File: config.mk
export PLATFORM = sky130hd
export DESIGN_NAME = msd_sqrt
export DESIGN_NICKNAME = d
export VERILOG_FILES = /design/src/design/matrix_srt_decompose_top_macros.svh /design/src/design/msd_sqrt.sv
export SDC_FILE = /design/constraint.sdc
export NUM_CORES = 2
export LEC_CHECK = 0
export ABC_CLOCK_PERIOD_IN_PS = 3320
export BUFFER_PORTS_ARGS = -buffer_cell sky130_fd_sc_hd__buf_2
export CAP_MARGIN = 20
export CORE_MARGIN = 1.5
export CORE_UTILIZATION = 40
export DETAILED_ROUTE_END_ITERATION = 8
export PLACE_DENSITY = 0.66
export SLEW_MARGIN = 20
export SYNTH_ARGS = -nofsm -noshare
export SYNTH_HDL_FRONTEND = slang
export SYNTH_MEMORY_MAX_BITS = 65536
export SYNTH_SLANG_ARGS = --single-unit
File: constraint.sdc
create_clock -name clk -period 3.32 [get_ports clk]
set_clock_uncertainty 0.05 [all_clocks]
set_input_delay 0.498 -clock clk [delete_from_list [all_inputs] [get_ports clk]]
set_output_delay 0.498 -clock clk [all_outputs]
set_load 0.01 [all_outputs]
File: src/design/matrix_srt_decompose_top_macros.svh
// Assertion macros shared by the matrix decomposition RTL.
// Depends on nothing; users supply clk and rst_n in scope.
`ifndef MATRIX_SRT_DECOMPOSE_TOP_MACROS_SVH
`define MATRIX_SRT_DECOMPOSE_TOP_MACROS_SVH

// Same-cycle implication, checked outside reset
`define MSD_ASSERT_NOW(label, ante, cons, msg) \
    label: assert property (@(posedge clk) disable iff (!rst_n) (ante) |-> (cons)) \
        else $error(msg);

// Next-cycle implication, checked outside reset
`define MSD_ASSERT_NEXT(label, ante, cons, msg) \
    label: assert property (@(posedge clk) disable iff (!rst_n) (ante) |=> (cons)) \
        else $error(msg);

`endif

File: src/design/msd_sqrt.sv
// Pipelined floor square root, one root bit per register stage, several lanes.
// Uses no package; sideband bits travel alongside the lanes.
module msd_sqrt #(
    parameter int W     = 32,
    parameter int LANES = 1,
    parameter int PW    = 1
) (
    input  logic                       clk,
    input  logic                       rst_n,
    input  logic                       en,
    input  logic                       in_valid,
    input  logic [LANES-1:0][2*W-1:0]  rad,
    input  logic [PW-1:0]              side_in,
    output logic                       out_valid,
    output logic [LANES-1:0][W-1:0]    root,
    output logic [PW-1:0]              side_out
);
    logic                      vld_reg  [1:W];
    logic [LANES-1:0][W+1:0]   rem_reg  [1:W];
    logic [LANES-1:0][W-1:0]   rt_reg   [1:W];
    logic [LANES-1:0][2*W-1:0] rad_reg  [1:W];
    logic [PW-1:0]             side_reg [1:W];

    for (genvar s = 0; s < W; s++) begin : g_stage
        logic                      cur_vld;
        logic [LANES-1:0][W+1:0]   cur_rem;
        logic [LANES-1:0][W-1:0]   cur_rt;
        logic [LANES-1:0][2*W-1:0] cur_rad;
        logic [PW-1:0]             cur_side;
        logic [LANES-1:0][W+1:0]   rem_next;
        logic [LANES-1:0][W-1:0]   rt_next;
        logic [LANES-1:0][2*W-1:0] rad_next;

        if (s == 0) begin : g_first
            assign cur_vld  = in_valid;
            assign cur_rem  = '0;
            assign cur_rt   = '0;
            assign cur_rad  = rad;
            assign cur_side = side_in;
        end
        else begin : g_rest
            assign cur_vld  = vld_reg[s];
            assign cur_rem  = rem_reg[s];
            assign cur_rt   = rt_reg[s];
            assign cur_rad  = rad_reg[s];
            assign cur_side = side_reg[s];
        end

        // one digit step: bring down two radicand bits, try root*4+1
        always_comb
        begin
            logic [W+3:0] trial;
            logic [W+3:0] cand;
            for (int l = 0; l < LANES; l++)
            begin
                trial = {cur_rem[l], cur_rad[l][2*W-1 -: 2]};
                cand  = {2'b00, cur_rt[l], 2'b01};
                if (trial >= cand)
                begin
                    rem_next[l] = (W+2)'(trial - cand);
                    rt_next[l]  = {cur_rt[l][W-2:0], 1'b1};
                end
                else
                begin
                    rem_next[l] = trial[W+1:0];
                    rt_next[l]  = {cur_rt[l][W-2:0], 1'b0};
                end
                rad_next[l] = {cur_rad[l][2*W-3:0], 2'b00};
            end
        end

        always_ff @(posedge clk or negedge rst_n)
        begin
            if (!rst_n)
                vld_reg[s+1] <= 1'b0;
            else if (en)
                vld_reg[s+1] <= cur_vld;
        end

        always_ff @(posedge clk)
        begin
            if (en)
            begin
                rem_reg[s+1]  <= rem_next;
                rt_reg[s+1]   <= rt_next;
                rad_reg[s+1]  <= rad_next;
                side_reg[s+1] <= cur_side;
            end
        end
    end

    assign out_valid = vld_reg[W];
    assign root      = rt_reg[W];
    assign side_out  = side_reg[W];

endmodule

==> run metrics <==
Critical Path AT=4.07 ns; first-pass GRT wire length=401000 µm; failing checks=negative setup slack; Setup CP Type=register to register; worst-case reg-to-reg path depth=9; Worst slew margin=37.0%; Hold Path Depth=1; Final ANT Viol Nets=0; FP Rows=199; endpoints failing setup=70; largest net degree at the start of global routing=101; Mapped Nets=9676; max incr delay on CP=0.55 ns; Synth-to-Final Area Change=22.9%; Worst Hold Class=input port to register; Tot Pwr=0.0966 W; Buf/Inv on CP=0; total track usage=16.6%; DP HPWL=184000 µm; CTS tree=yes; layout cells sized above 1=20.6%; Final Critical Period=3.49 ns; cell count after synthesis=9045; CP cell instances=or4_4 -> or3_4 -> or4_4 -> or3_4 -> or4b_4 -> nor4b_4 -> nand2b_4 -> nor3_4 -> xor2_1; # clock sinks=2587; Worst Max-Slew Pin Slew=0.921 ns; Vias/cell=5.12; Fill cells=25100; CP required=3.90 ns; outcome=complete, but fails checks; Lkg Pwr=56.8 nW; Avg Cell Area, Syn=13.1 µm²; I/O Buffers=102; pwr/cell area=663 nW/µm²; CTS Buffer Depth=4; Clock Pin Slew Worst Setup and Hold Paths=0.06 ns; max frequency=286 MHz; Post-route DRC=0; register area share after synthesis=65.4%; asr flop ratio synth=1.24%; Netlist cell types=89; Syn. warnings=0; root buffer cell=clkbuf_16; number of synthesized flops with an enable pin=2555; Synth Register Bits=2587; area of the core=294000 µm²; Crit Path Max Fanout=7; Main synth FF type=edfxtp_1; CTS H-Tree Depth=5; final worst slack=-0.173 ns; CTS buffer count=289; Cell Area, Synth=118000 µm²; commonest non-fill, non-tap cell in the layout=edfxtp_1; routed via count=74600; detailed-router iteration count before antenna repair=6; global route overflow=0; critical path launch point type=register; Die X=547 µm; wire length per cell=17.7 µm; IO Count=103; Antenna Cells=0; instance count on the critical path=9; Detailed Route Iter0 Violations=5019; area of the multi-input gates=40700 µm²; fin. max-slew vios=0; Initial Utilization=40.3%; final net count=11100; Worst-Skew Late Latency=0.91 ns; Place WS=-0.412 ns; RSZ-0062 raised after global routing=yes; commonest non-fill, non-tap cells in the layout=edfxtp_1 (2555), buf_4 (986), inv_1 (698), nand2_1 (623), a21oi_1 (541); fin crit share=105%; CP top delay family=simple AND/OR/NAND/NOR gates; Peak VDD IR=0.540 mV; Final GP Congestion=0.925; initial antenna violation count=0; vias in the first global route=75500; max reg flops=1003; Slowest-stage cell, CP=or4_4; final WL=258000 µm; die area=300000 µm²; sequential cell area=77500 µm²; element type at the critical path end=register; Final Hold Viols=0; Die Ht=547 µm; max_cap viols=0
## per-layer routing
layer / up-vias / part of all wire (%) / wire [µm] / GRT usage (%)
li1: 36200 / - / - / -
met2: 1629 / 50 / 128000 / 29.2
met4: 0 / 3.6 / 9290 / 5.80
met3: 527 / 4.1 / 10600 / 2.32
met1: 36300 / 43 / 110000 / 20.8
met5: - / 0 / 0 / 0
## repair_timing
item / in CTS / in global routing
cloned: 5 / 5
endpoints found under the setup margin: 437 / 586
endpoints found under the hold margin: 99 / 0
hold buffers: 68 / 0
buffers inserted: 53 / 73
pin swaps: 60 / 179
resized for setup: 252 / 426
## final cells by class
cell class	instances	share of cell area, %
timing repair inverter	1	0.00344
sequential	2587	53.2
clock inverter	165	1.34
clock buffer	345	5.14
tap	3919	3.37
inverter	711	1.84
timing repair buffer	1263	7.15
multi-input combinational	5579	27.9
## worst paths after layout
| path | to | start | slack [ns] |
|---|---|---|---|
| min in group asynchronous | g_stage[26].cur_vld$_DFFE_PN0P_ | rst_n | 0.17 |
| worst min register to register | rad_reg[0][862]$_DFFE_PP_ | rad_reg[0][798]$_DFFE_PP_ | 0.33 |
| worst min-delay path | rad_reg[0][98]$_DFFE_PP_ | en | 0.04 |
| worst max register to register | rem_reg[0][609]$_DFFE_PP_ | rem_reg[0][566]$_DFFE_PP_ | -0.17 |
| max in group asynchronous | g_stage[13].cur_vld$_DFFE_PN0P_ | rst_n | 2.60 |
| worst max-delay path | rem_reg[0][609]$_DFFE_PP_ | rem_reg[0][566]$_DFFE_PP_ | -0.17 |
## cell usage after synthesis (all sizes together) (49+ instances only)
| library cell | count | area, µm² |
|---|---|---|
| a21o | 245 | 1840 |
| a21oi | 581 | 2910 |
| a31oi | 49 | 307 |
| and3 | 56 | 350 |
| clkbuf | 147 | 553 |
| edfxtp | 2555 | 76700 |
| ha | 562 | 7030 |
| inv | 711 | 2670 |
| mux2 | 85 | 957 |
| nand2 | 644 | 2420 |
| nand2b | 139 | 872 |
| nand3 | 164 | 821 |
| nand4 | 89 | 557 |
| nor2 | 508 | 1910 |
| nor2b | 90 | 563 |
| nor3 | 213 | 1070 |
| nor4 | 111 | 701 |
| o21a | 91 | 683 |
| o21ai | 496 | 2480 |
| o21bai | 54 | 405 |
| o31ai | 56 | 420 |
| or3 | 71 | 444 |
| or4 | 49 | 368 |
| xnor2 | 459 | 4020 |
| xor2 | 375 | 3280 |
## through the flow
stage | hold slack (ns) | utilization [%] | instances | TNS, ns | cell area, µm²
finish | 0.0435 | 49.5 | 14600 | -5.54 | 146000
global route | 0.0170 | 49.5 | 14600 | -17.36 | 146000
CTS | 0.00939 | 48.7 | 14500 | -3.33 | 143000
detailed placement | 0.355 | 44.7 | 13900 | -33.84 | 132000
global placement | 0.350 | 44.7 | 13900 | -21.04 | 132000
floorplan | 0.152 | - | 9045 | -2.48 | 119000
## power breakdown
part	switching [W]	internal [W]	total [W]
combinational	0.0113	0.00973	0.0210
sequential	0.00272	0.0412	0.0439
clock	0.0131	0.0186	0.0317
## cell families (layout without fill, tap and decap cells)
kind of cell	after synthesis	after routing	synth area share (%)
xor+xnor	834	834	6.16
fa+ha+maj	562	562	5.93
simple gates	2300	2301	9.58
compound gates	1781	1781	9.15
buf+inv	880	2485	2.80
flops	2587	2587	65.4
other cells	1	1	0.00316
mux	100	100	0.935
Note: power is estimated with default switching activity, not from simulation.
