### config.mk
export PLATFORM = sky130hd
export DESIGN_NAME = msd_div
export DESIGN_NICKNAME = d
export VERILOG_FILES = /design/src/design/matrix_srt_decompose_top_macros.svh /design/src/design/msd_div.sv
export SDC_FILE = /design/constraint.sdc
export NUM_CORES = 2
export LEC_CHECK = 0
export BUFFER_PORTS_ARGS = -buffer_cell sky130_fd_sc_hd__buf_2
export CAP_MARGIN = 20
export CORE_MARGIN = 5
export CORE_UTILIZATION = 40
export CTS_BUF_LIST = sky130_fd_sc_hd__clkbuf_8 sky130_fd_sc_hd__clkbuf_16
export CTS_CLUSTER_SIZE = 25
export DETAILED_ROUTE_END_ITERATION = 10
export HOLD_SLACK_MARGIN = 0.12
export PLACE_DENSITY = 0.54
export SYNTH_ARGS = -nofsm -noshare
export SYNTH_HDL_FRONTEND = slang
export SYNTH_SLANG_ARGS = --single-unit
### constraint.sdc
create_clock -name clk -period 11.65 [get_ports clk]
set_clock_uncertainty 0.15 [all_clocks]
set_input_delay 0.5825 -clock clk [delete_from_list [all_inputs] [get_ports clk]]
set_output_delay 0.5825 -clock clk [all_outputs]
set_load 0.1 [all_outputs]
### src/design/matrix_srt_decompose_top_macros.svh
// Assertion macros shared by the matrix decomposition RTL.
// Depends on nothing; users supply clk and rst_n in scope.
`ifndef MATRIX_SRT_DECOMPOSE_TOP_MACROS_SVH
`define MATRIX_SRT_DECOMPOSE_TOP_MACROS_SVH

// Same-cycle implication, checked outside reset
`define MSD_ASSERT_NOW(label, ante, cons, msg) \
    label: assert property (@(posedge clk) disable iff (!rst_n) (ante) |-> (cons)) \
        else $error(msg);

// Next-cycle implication, checked outside reset
`define MSD_ASSERT_NEXT(label, ante, cons, msg) \
    label: assert property (@(posedge clk) disable iff (!rst_n) (ante) |=> (cons)) \
        else $error(msg);

`endif

### src/design/msd_div.sv
// Pipelined restoring divider, one quotient bit per register stage, several lanes.
// Uses no package; the numerator must be below den * 2^QW.
module msd_div #(
    parameter int DW    = 32,
    parameter int QW    = 31,
    parameter int LANES = 1,
    parameter int PW    = 1
) (
    input  logic                         clk,
    input  logic                         rst_n,
    input  logic                         en,
    input  logic                         in_valid,
    input  logic [LANES-1:0][DW+QW-1:0]  num,
    input  logic [LANES-1:0][DW-1:0]     den,
    input  logic [PW-1:0]                side_in,
    output logic                         out_valid,
    output logic [LANES-1:0][QW-1:0]     quo,
    output logic [PW-1:0]                side_out
);
    logic                        vld_reg  [1:QW];
    logic [LANES-1:0][DW+QW-1:0] acc_reg  [1:QW];
    logic [LANES-1:0][DW-1:0]    den_reg  [1:QW];
    logic [PW-1:0]               side_reg [1:QW];

    for (genvar s = 0; s < QW; s++) begin : g_stage
        logic                        cur_vld;
        logic [LANES-1:0][DW+QW-1:0] cur_acc;
        logic [LANES-1:0][DW-1:0]    cur_den;
        logic [PW-1:0]               cur_side;
        logic [LANES-1:0][DW+QW-1:0] acc_next;

        if (s == 0) begin : g_first
            assign cur_vld  = in_valid;
            assign cur_acc  = num;
            assign cur_den  = den;
            assign cur_side = side_in;
        end
        else begin : g_rest
            assign cur_vld  = vld_reg[s];
            assign cur_acc  = acc_reg[s];
            assign cur_den  = den_reg[s];
            assign cur_side = side_reg[s];
        end

        // partial remainder sits above the numerator bits, quotient shifts in below
        always_comb
        begin
            logic [DW:0] trial;
            logic [DW:0] diff;
            logic        take;
            for (int l = 0; l < LANES; l++)
            begin
                trial = cur_acc[l][DW+QW-1:QW-1];
                take  = trial >= {1'b0, cur_den[l]};
                diff  = take ? trial - {1'b0, cur_den[l]} : trial;
                acc_next[l] = {diff[DW-1:0], cur_acc[l][QW-2:0], take};
            end
        end

        always_ff @(posedge clk or negedge rst_n)
        begin
            if (!rst_n)
                vld_reg[s+1] <= 1'b0;
            else if (en)
                vld_reg[s+1] <= cur_vld;
        end

        always_ff @(posedge clk)
        begin
            if (en)
            begin
                acc_reg[s+1]  <= acc_next;
                den_reg[s+1]  <= cur_den;
                side_reg[s+1] <= cur_side;
            end
        end
    end

    always_comb
    begin
        for (int l = 0; l < LANES; l++)
            quo[l] = acc_reg[QW][l][QW-1:0];
    end

    assign out_valid = vld_reg[QW];
    assign side_out  = side_reg[QW];

endmodule

==> results.sh <==
export IMPL_multi_input_area_um2=57100
export IMPL_wirelength_mm=357
export IMPL_max_freq_mhz=207
export IMPL_clkTransAtPathRegs_ns=0.06
export IMPL_vias_per_cell=5.23
export IMPL_worstPathRequired_ns=12.18
export IMPL_ff2ff_setup_slack_ns=6.83
export IMPL_rows=225
export IMPL_max_slew_margin=0.251
export IMPL_wire_per_inst_um=20.0
export IMPL_dr_pass1_iters=6
export IMPL_arrival_ns=5.35
export IMPL_startpoint_type="flop"
export IMPL_reg2reg_depth=12
export IMPL_die_area_um2=390000
export IMPL_cts_num_sinks=2943
export IMPL_portBuffers=132
export IMPL_die_w_um=624
export IMPL_regArea_um2=88200
export IMPL_drv_cap=0
export IMPL_cts_tree="built"
export IMPL_synthArstFlopShare=0.0105
export IMPL_synth_top_area_cell="edfxtp_1"
export IMPL_final_area_um2=170000
export IMPL_min_to="acc_reg[0][85]$_DFFE_PP_"
export IMPL_grt_max_degree=179
export IMPL_via_count=93600
export IMPL_worstSkewPairLatency_ns=0.94
export IMPL_clk_path_buf_depth=4
export IMPL_min_delay_path_depth=2
export IMPL_p_int_w=0.0305
export IMPL_coreArea_um2=376000
export IMPL_syn_avg_cell_area_um2=12.4
export IMPL_first_global_vias=92300
export IMPL_setup_viol=0
export IMPL_power_switching_w=0.0174
export IMPL_synth_top_area_share=0.579
export IMPL_power_share_combinational=0.423
export IMPL_ant_nets=0
export IMPL_hold_path_class="in -> reg"
export IMPL_die_h_um=624
export IMPL_fin_nets=13700
export IMPL_dp_hpwl_mm=263
export IMPL_p_leak_nw=68.0
export IMPL_root_buffer="clkbuf_16"
export IMPL_ios=133
export IMPL_syn_nets=13300
export IMPL_grt_antenna_before_repair=7
export IMPL_fin_crit_ns=4.82
export IMPL_final_setup_tns_ns=0
export IMPL_place_gp_congestion=0.899
export IMPL_ys_flop_type="edfxtp_1"
export IMPL_tightest_slew_ns=1.10
export IMPL_grt_ovfl_total=0
export IMPL_p_clk_frac=0.219
export IMPL_largest_reg_flops=1921
export IMPL_drc_errors=0
export IMPL_seqPwrFrac=0.358
export IMPL_reg2reg_from="acc_reg[0][601]$_DFFE_PP_"
export IMPL_ys_warn_count=0
export IMPL_final_max_slew_viol_count=0
export IMPL_cts_buffers_inserted=337
export IMPL_fillCellCount=33600
export IMPL_post_cts_buffers=0
export IMPL_synth_seq_cells=2943
export IMPL_power_density_nw_per_um2=282
export IMPL_start_util=0.402
export IMPL_outcome="finished clean"
export IMPL_worstSetupEndpointType="flop"
export IMPL_postPlaceCellArea_um2=158000
export IMPL_ys_seq_area_frac=0.584
export IMPL_cp_max_fo=32
export IMPL_synth_edf_count=2912
export IMPL_rsz0062_at_grt="false"
export IMPL_sw_frac_of_total=0.364
export IMPL_hp_start="num[21]"
export IMPL_min_period_over_period=0.414
export IMPL_drtIter0Drc=7235
export IMPL_grt_total_usage=0.178
export IMPL_synthTopCellsByArea="edfxtp_1, ha_1, mux2_2, a21oi_1, inv_1"
export IMPL_drive_gt1_frac=0.103
export IMPL_syn_area_um2=151000
export IMPL_grt_pass1_wl_mm=547
export IMPL_synth_cells=12200
export IMPL_worstSetupPathType="reg -> reg"
export IMPL_htree_levels=5
export IMPL_synth_cell_type_count=91
export IMPL_area_delta_synth_final_pct=12.6
export IMPL_r2r_end="acc_reg[0][668]$_DFFE_PP_"
export IMPL_ir_worst_vdd_uv=121
export IMPL_finalHoldViolCount=0
[cells by family after synthesis]
logic type	Yosys count	share of synthesized area
flops	2943	0.584
compound gates	2939	0.123
simple gates	2390	0.0757
buf+inv	1500	0.0385
fa+ha+maj	1022	0.0862
xor+xnor	814	0.0472
mux	601	0.0445
[area by class of cell]
type                    count  area share
diodes                      7    0.000103
flip-flops and latches   2943       0.519
inverters                1231      0.0272
repair buffers            317      0.0152
clock buffers             345      0.0507
multi-input cells        7766       0.336
clock inverters           273      0.0148
well taps                4994      0.0368
[worst max-delay path: stages (launching register included)]
cell       delay (ns)
edfxtp_1         0.39
ha_1             0.35
or4_1            0.46
o21ai_0          0.09
a31oi_1          0.12
a2111oi_0        0.98
o31ai_1          0.13
and2_1           0.23
a21oi_1          0.21
or3_1            0.16
o21a_2           0.49
buf_4            0.42
mux2_2           0.37
[synthesized netlist by cell type (27+ instances only)]
cell and instances:
or2_2 31, fa_1 30, buf_4 32, a211oi_1 61, nor2b_1 155, buf_2 53, ha_1 992, mux2_2 535
o31ai_1 64, nor4_1 36, nand2_1 622, mux2i_1 39, o211ai_1 39, xor2_1 311, inv_1 1231, nor3_1 138
nor2_1 694, dfrtp_1 31, o21bai_1 121, xnor2_1 503, clkbuf_1 166, and3_1 72, nand3_1 181, nand4_1 151
or3_1 40, edfxtp_1 2912, a21o_1 518, a21boi_0 32, nand2b_1 145, and2_1 36, a21oi_1 936, mux2_1 27
o21ai_0 616, o21a_1 128, a31oi_1 89
[layout by cell type, fill, tap and decap left out, types with 35 or more instances in the layout]
| master | Yosys | routed |
|---|---|---|
| a211oi_1 | 61 | 61 |
| a21o_1 | 518 | 518 |
| a21oi_1 | 936 | 934 |
| a31oi_1 | 89 | 88 |
| and2_1 | 36 | 35 |
| and3_1 | 72 | 72 |
| buf_2 | 53 | 131 |
| buf_4 | 32 | 48 |
| clkbuf_16 | 0 | 343 |
| clkinv_1 | 0 | 70 |
| clkinv_2 | 0 | 64 |
| dlygate4sd3_1 | 0 | 121 |
| edfxtp_1 | 2912 | 2912 |
| ha_1 | 992 | 992 |
| inv_1 | 1231 | 1289 |
| mux2_2 | 535 | 535 |
| mux2i_1 | 39 | 39 |
| nand2_1 | 622 | 622 |
| nand2b_1 | 145 | 145 |
| nand3_1 | 181 | 181 |
| nand4_1 | 151 | 151 |
| nor2_1 | 694 | 694 |
| nor2b_1 | 155 | 155 |
| nor3_1 | 138 | 138 |
| nor4_1 | 36 | 36 |
| o211ai_1 | 39 | 39 |
| o21a_1 | 128 | 127 |
| o21ai_0 | 616 | 616 |
| o21bai_1 | 121 | 121 |
| o31ai_1 | 64 | 64 |
| or3_1 | 40 | 40 |
| xnor2_1 | 503 | 503 |
| xor2_1 | 311 | 311 |
[power groups by stage]
stage	combinational [W]	clock [W]	sequential (W)
2_1_floorplan	0.0156	0	0.0162
3_3_place_gp	0.0197	0	0.0174
3_5_place_dp	0.0199	0	0.0173
4_1_cts	0.0202	0.0109	0.0172
5_1_grt	0.0225	0.0113	0.0174
6_report	0.0203	0.0105	0.0172
[metrics by stage]
stage                     hold WS, ns  cells  total power (W)  setup slack [ns]  utilization
after global routing            0.161  17900           0.0512              6.49        0.452
after global placement          0.250  17100           0.0371              6.71        0.419
after detailed placement        0.255  17100           0.0373              6.86        0.419
after CTS                       0.122  17900           0.0482              6.84        0.452
final                           0.226  17900           0.0479              6.83        0.452
after floorplan                 0.137  12200           0.0318              7.88            -
[metal layers]
metal	track usage	vias to the layer above	routed length, µm
li1	-	45900	-
met1	0.266	44900	176000
met2	0.266	2229	151000
met3	0.0244	545	16800
met4	0.0590	0	12700
met5	0	-	0
[timing repair]
item / CTS / global route
gates resized for setup: 0 / 0
hold buffers: 122 / 0
endpoints found under the hold margin: 185 / 0
[worst max path at each step]
stage | start | endpoint | slack, ns | depth (start not counted)
floorplan | den[10] | acc_reg[0][104]$_DFFE_PP_ | 7.88 | 13
global placement | den_reg[1][1]$_DFFE_PP_ | acc_reg[0][603]$_DFFE_PP_ | 6.71 | 13
detailed placement | acc_reg[0][601]$_DFFE_PP_ | acc_reg[0][668]$_DFFE_PP_ | 6.86 | 12
CTS | acc_reg[0][601]$_DFFE_PP_ | acc_reg[0][668]$_DFFE_PP_ | 6.84 | 12
global route | acc_reg[0][601]$_DFFE_PP_ | acc_reg[0][668]$_DFFE_PP_ | 6.49 | 12
finish | acc_reg[0][601]$_DFFE_PP_ | acc_reg[0][668]$_DFFE_PP_ | 6.83 | 12
Power figures use the tool's default switching activity.
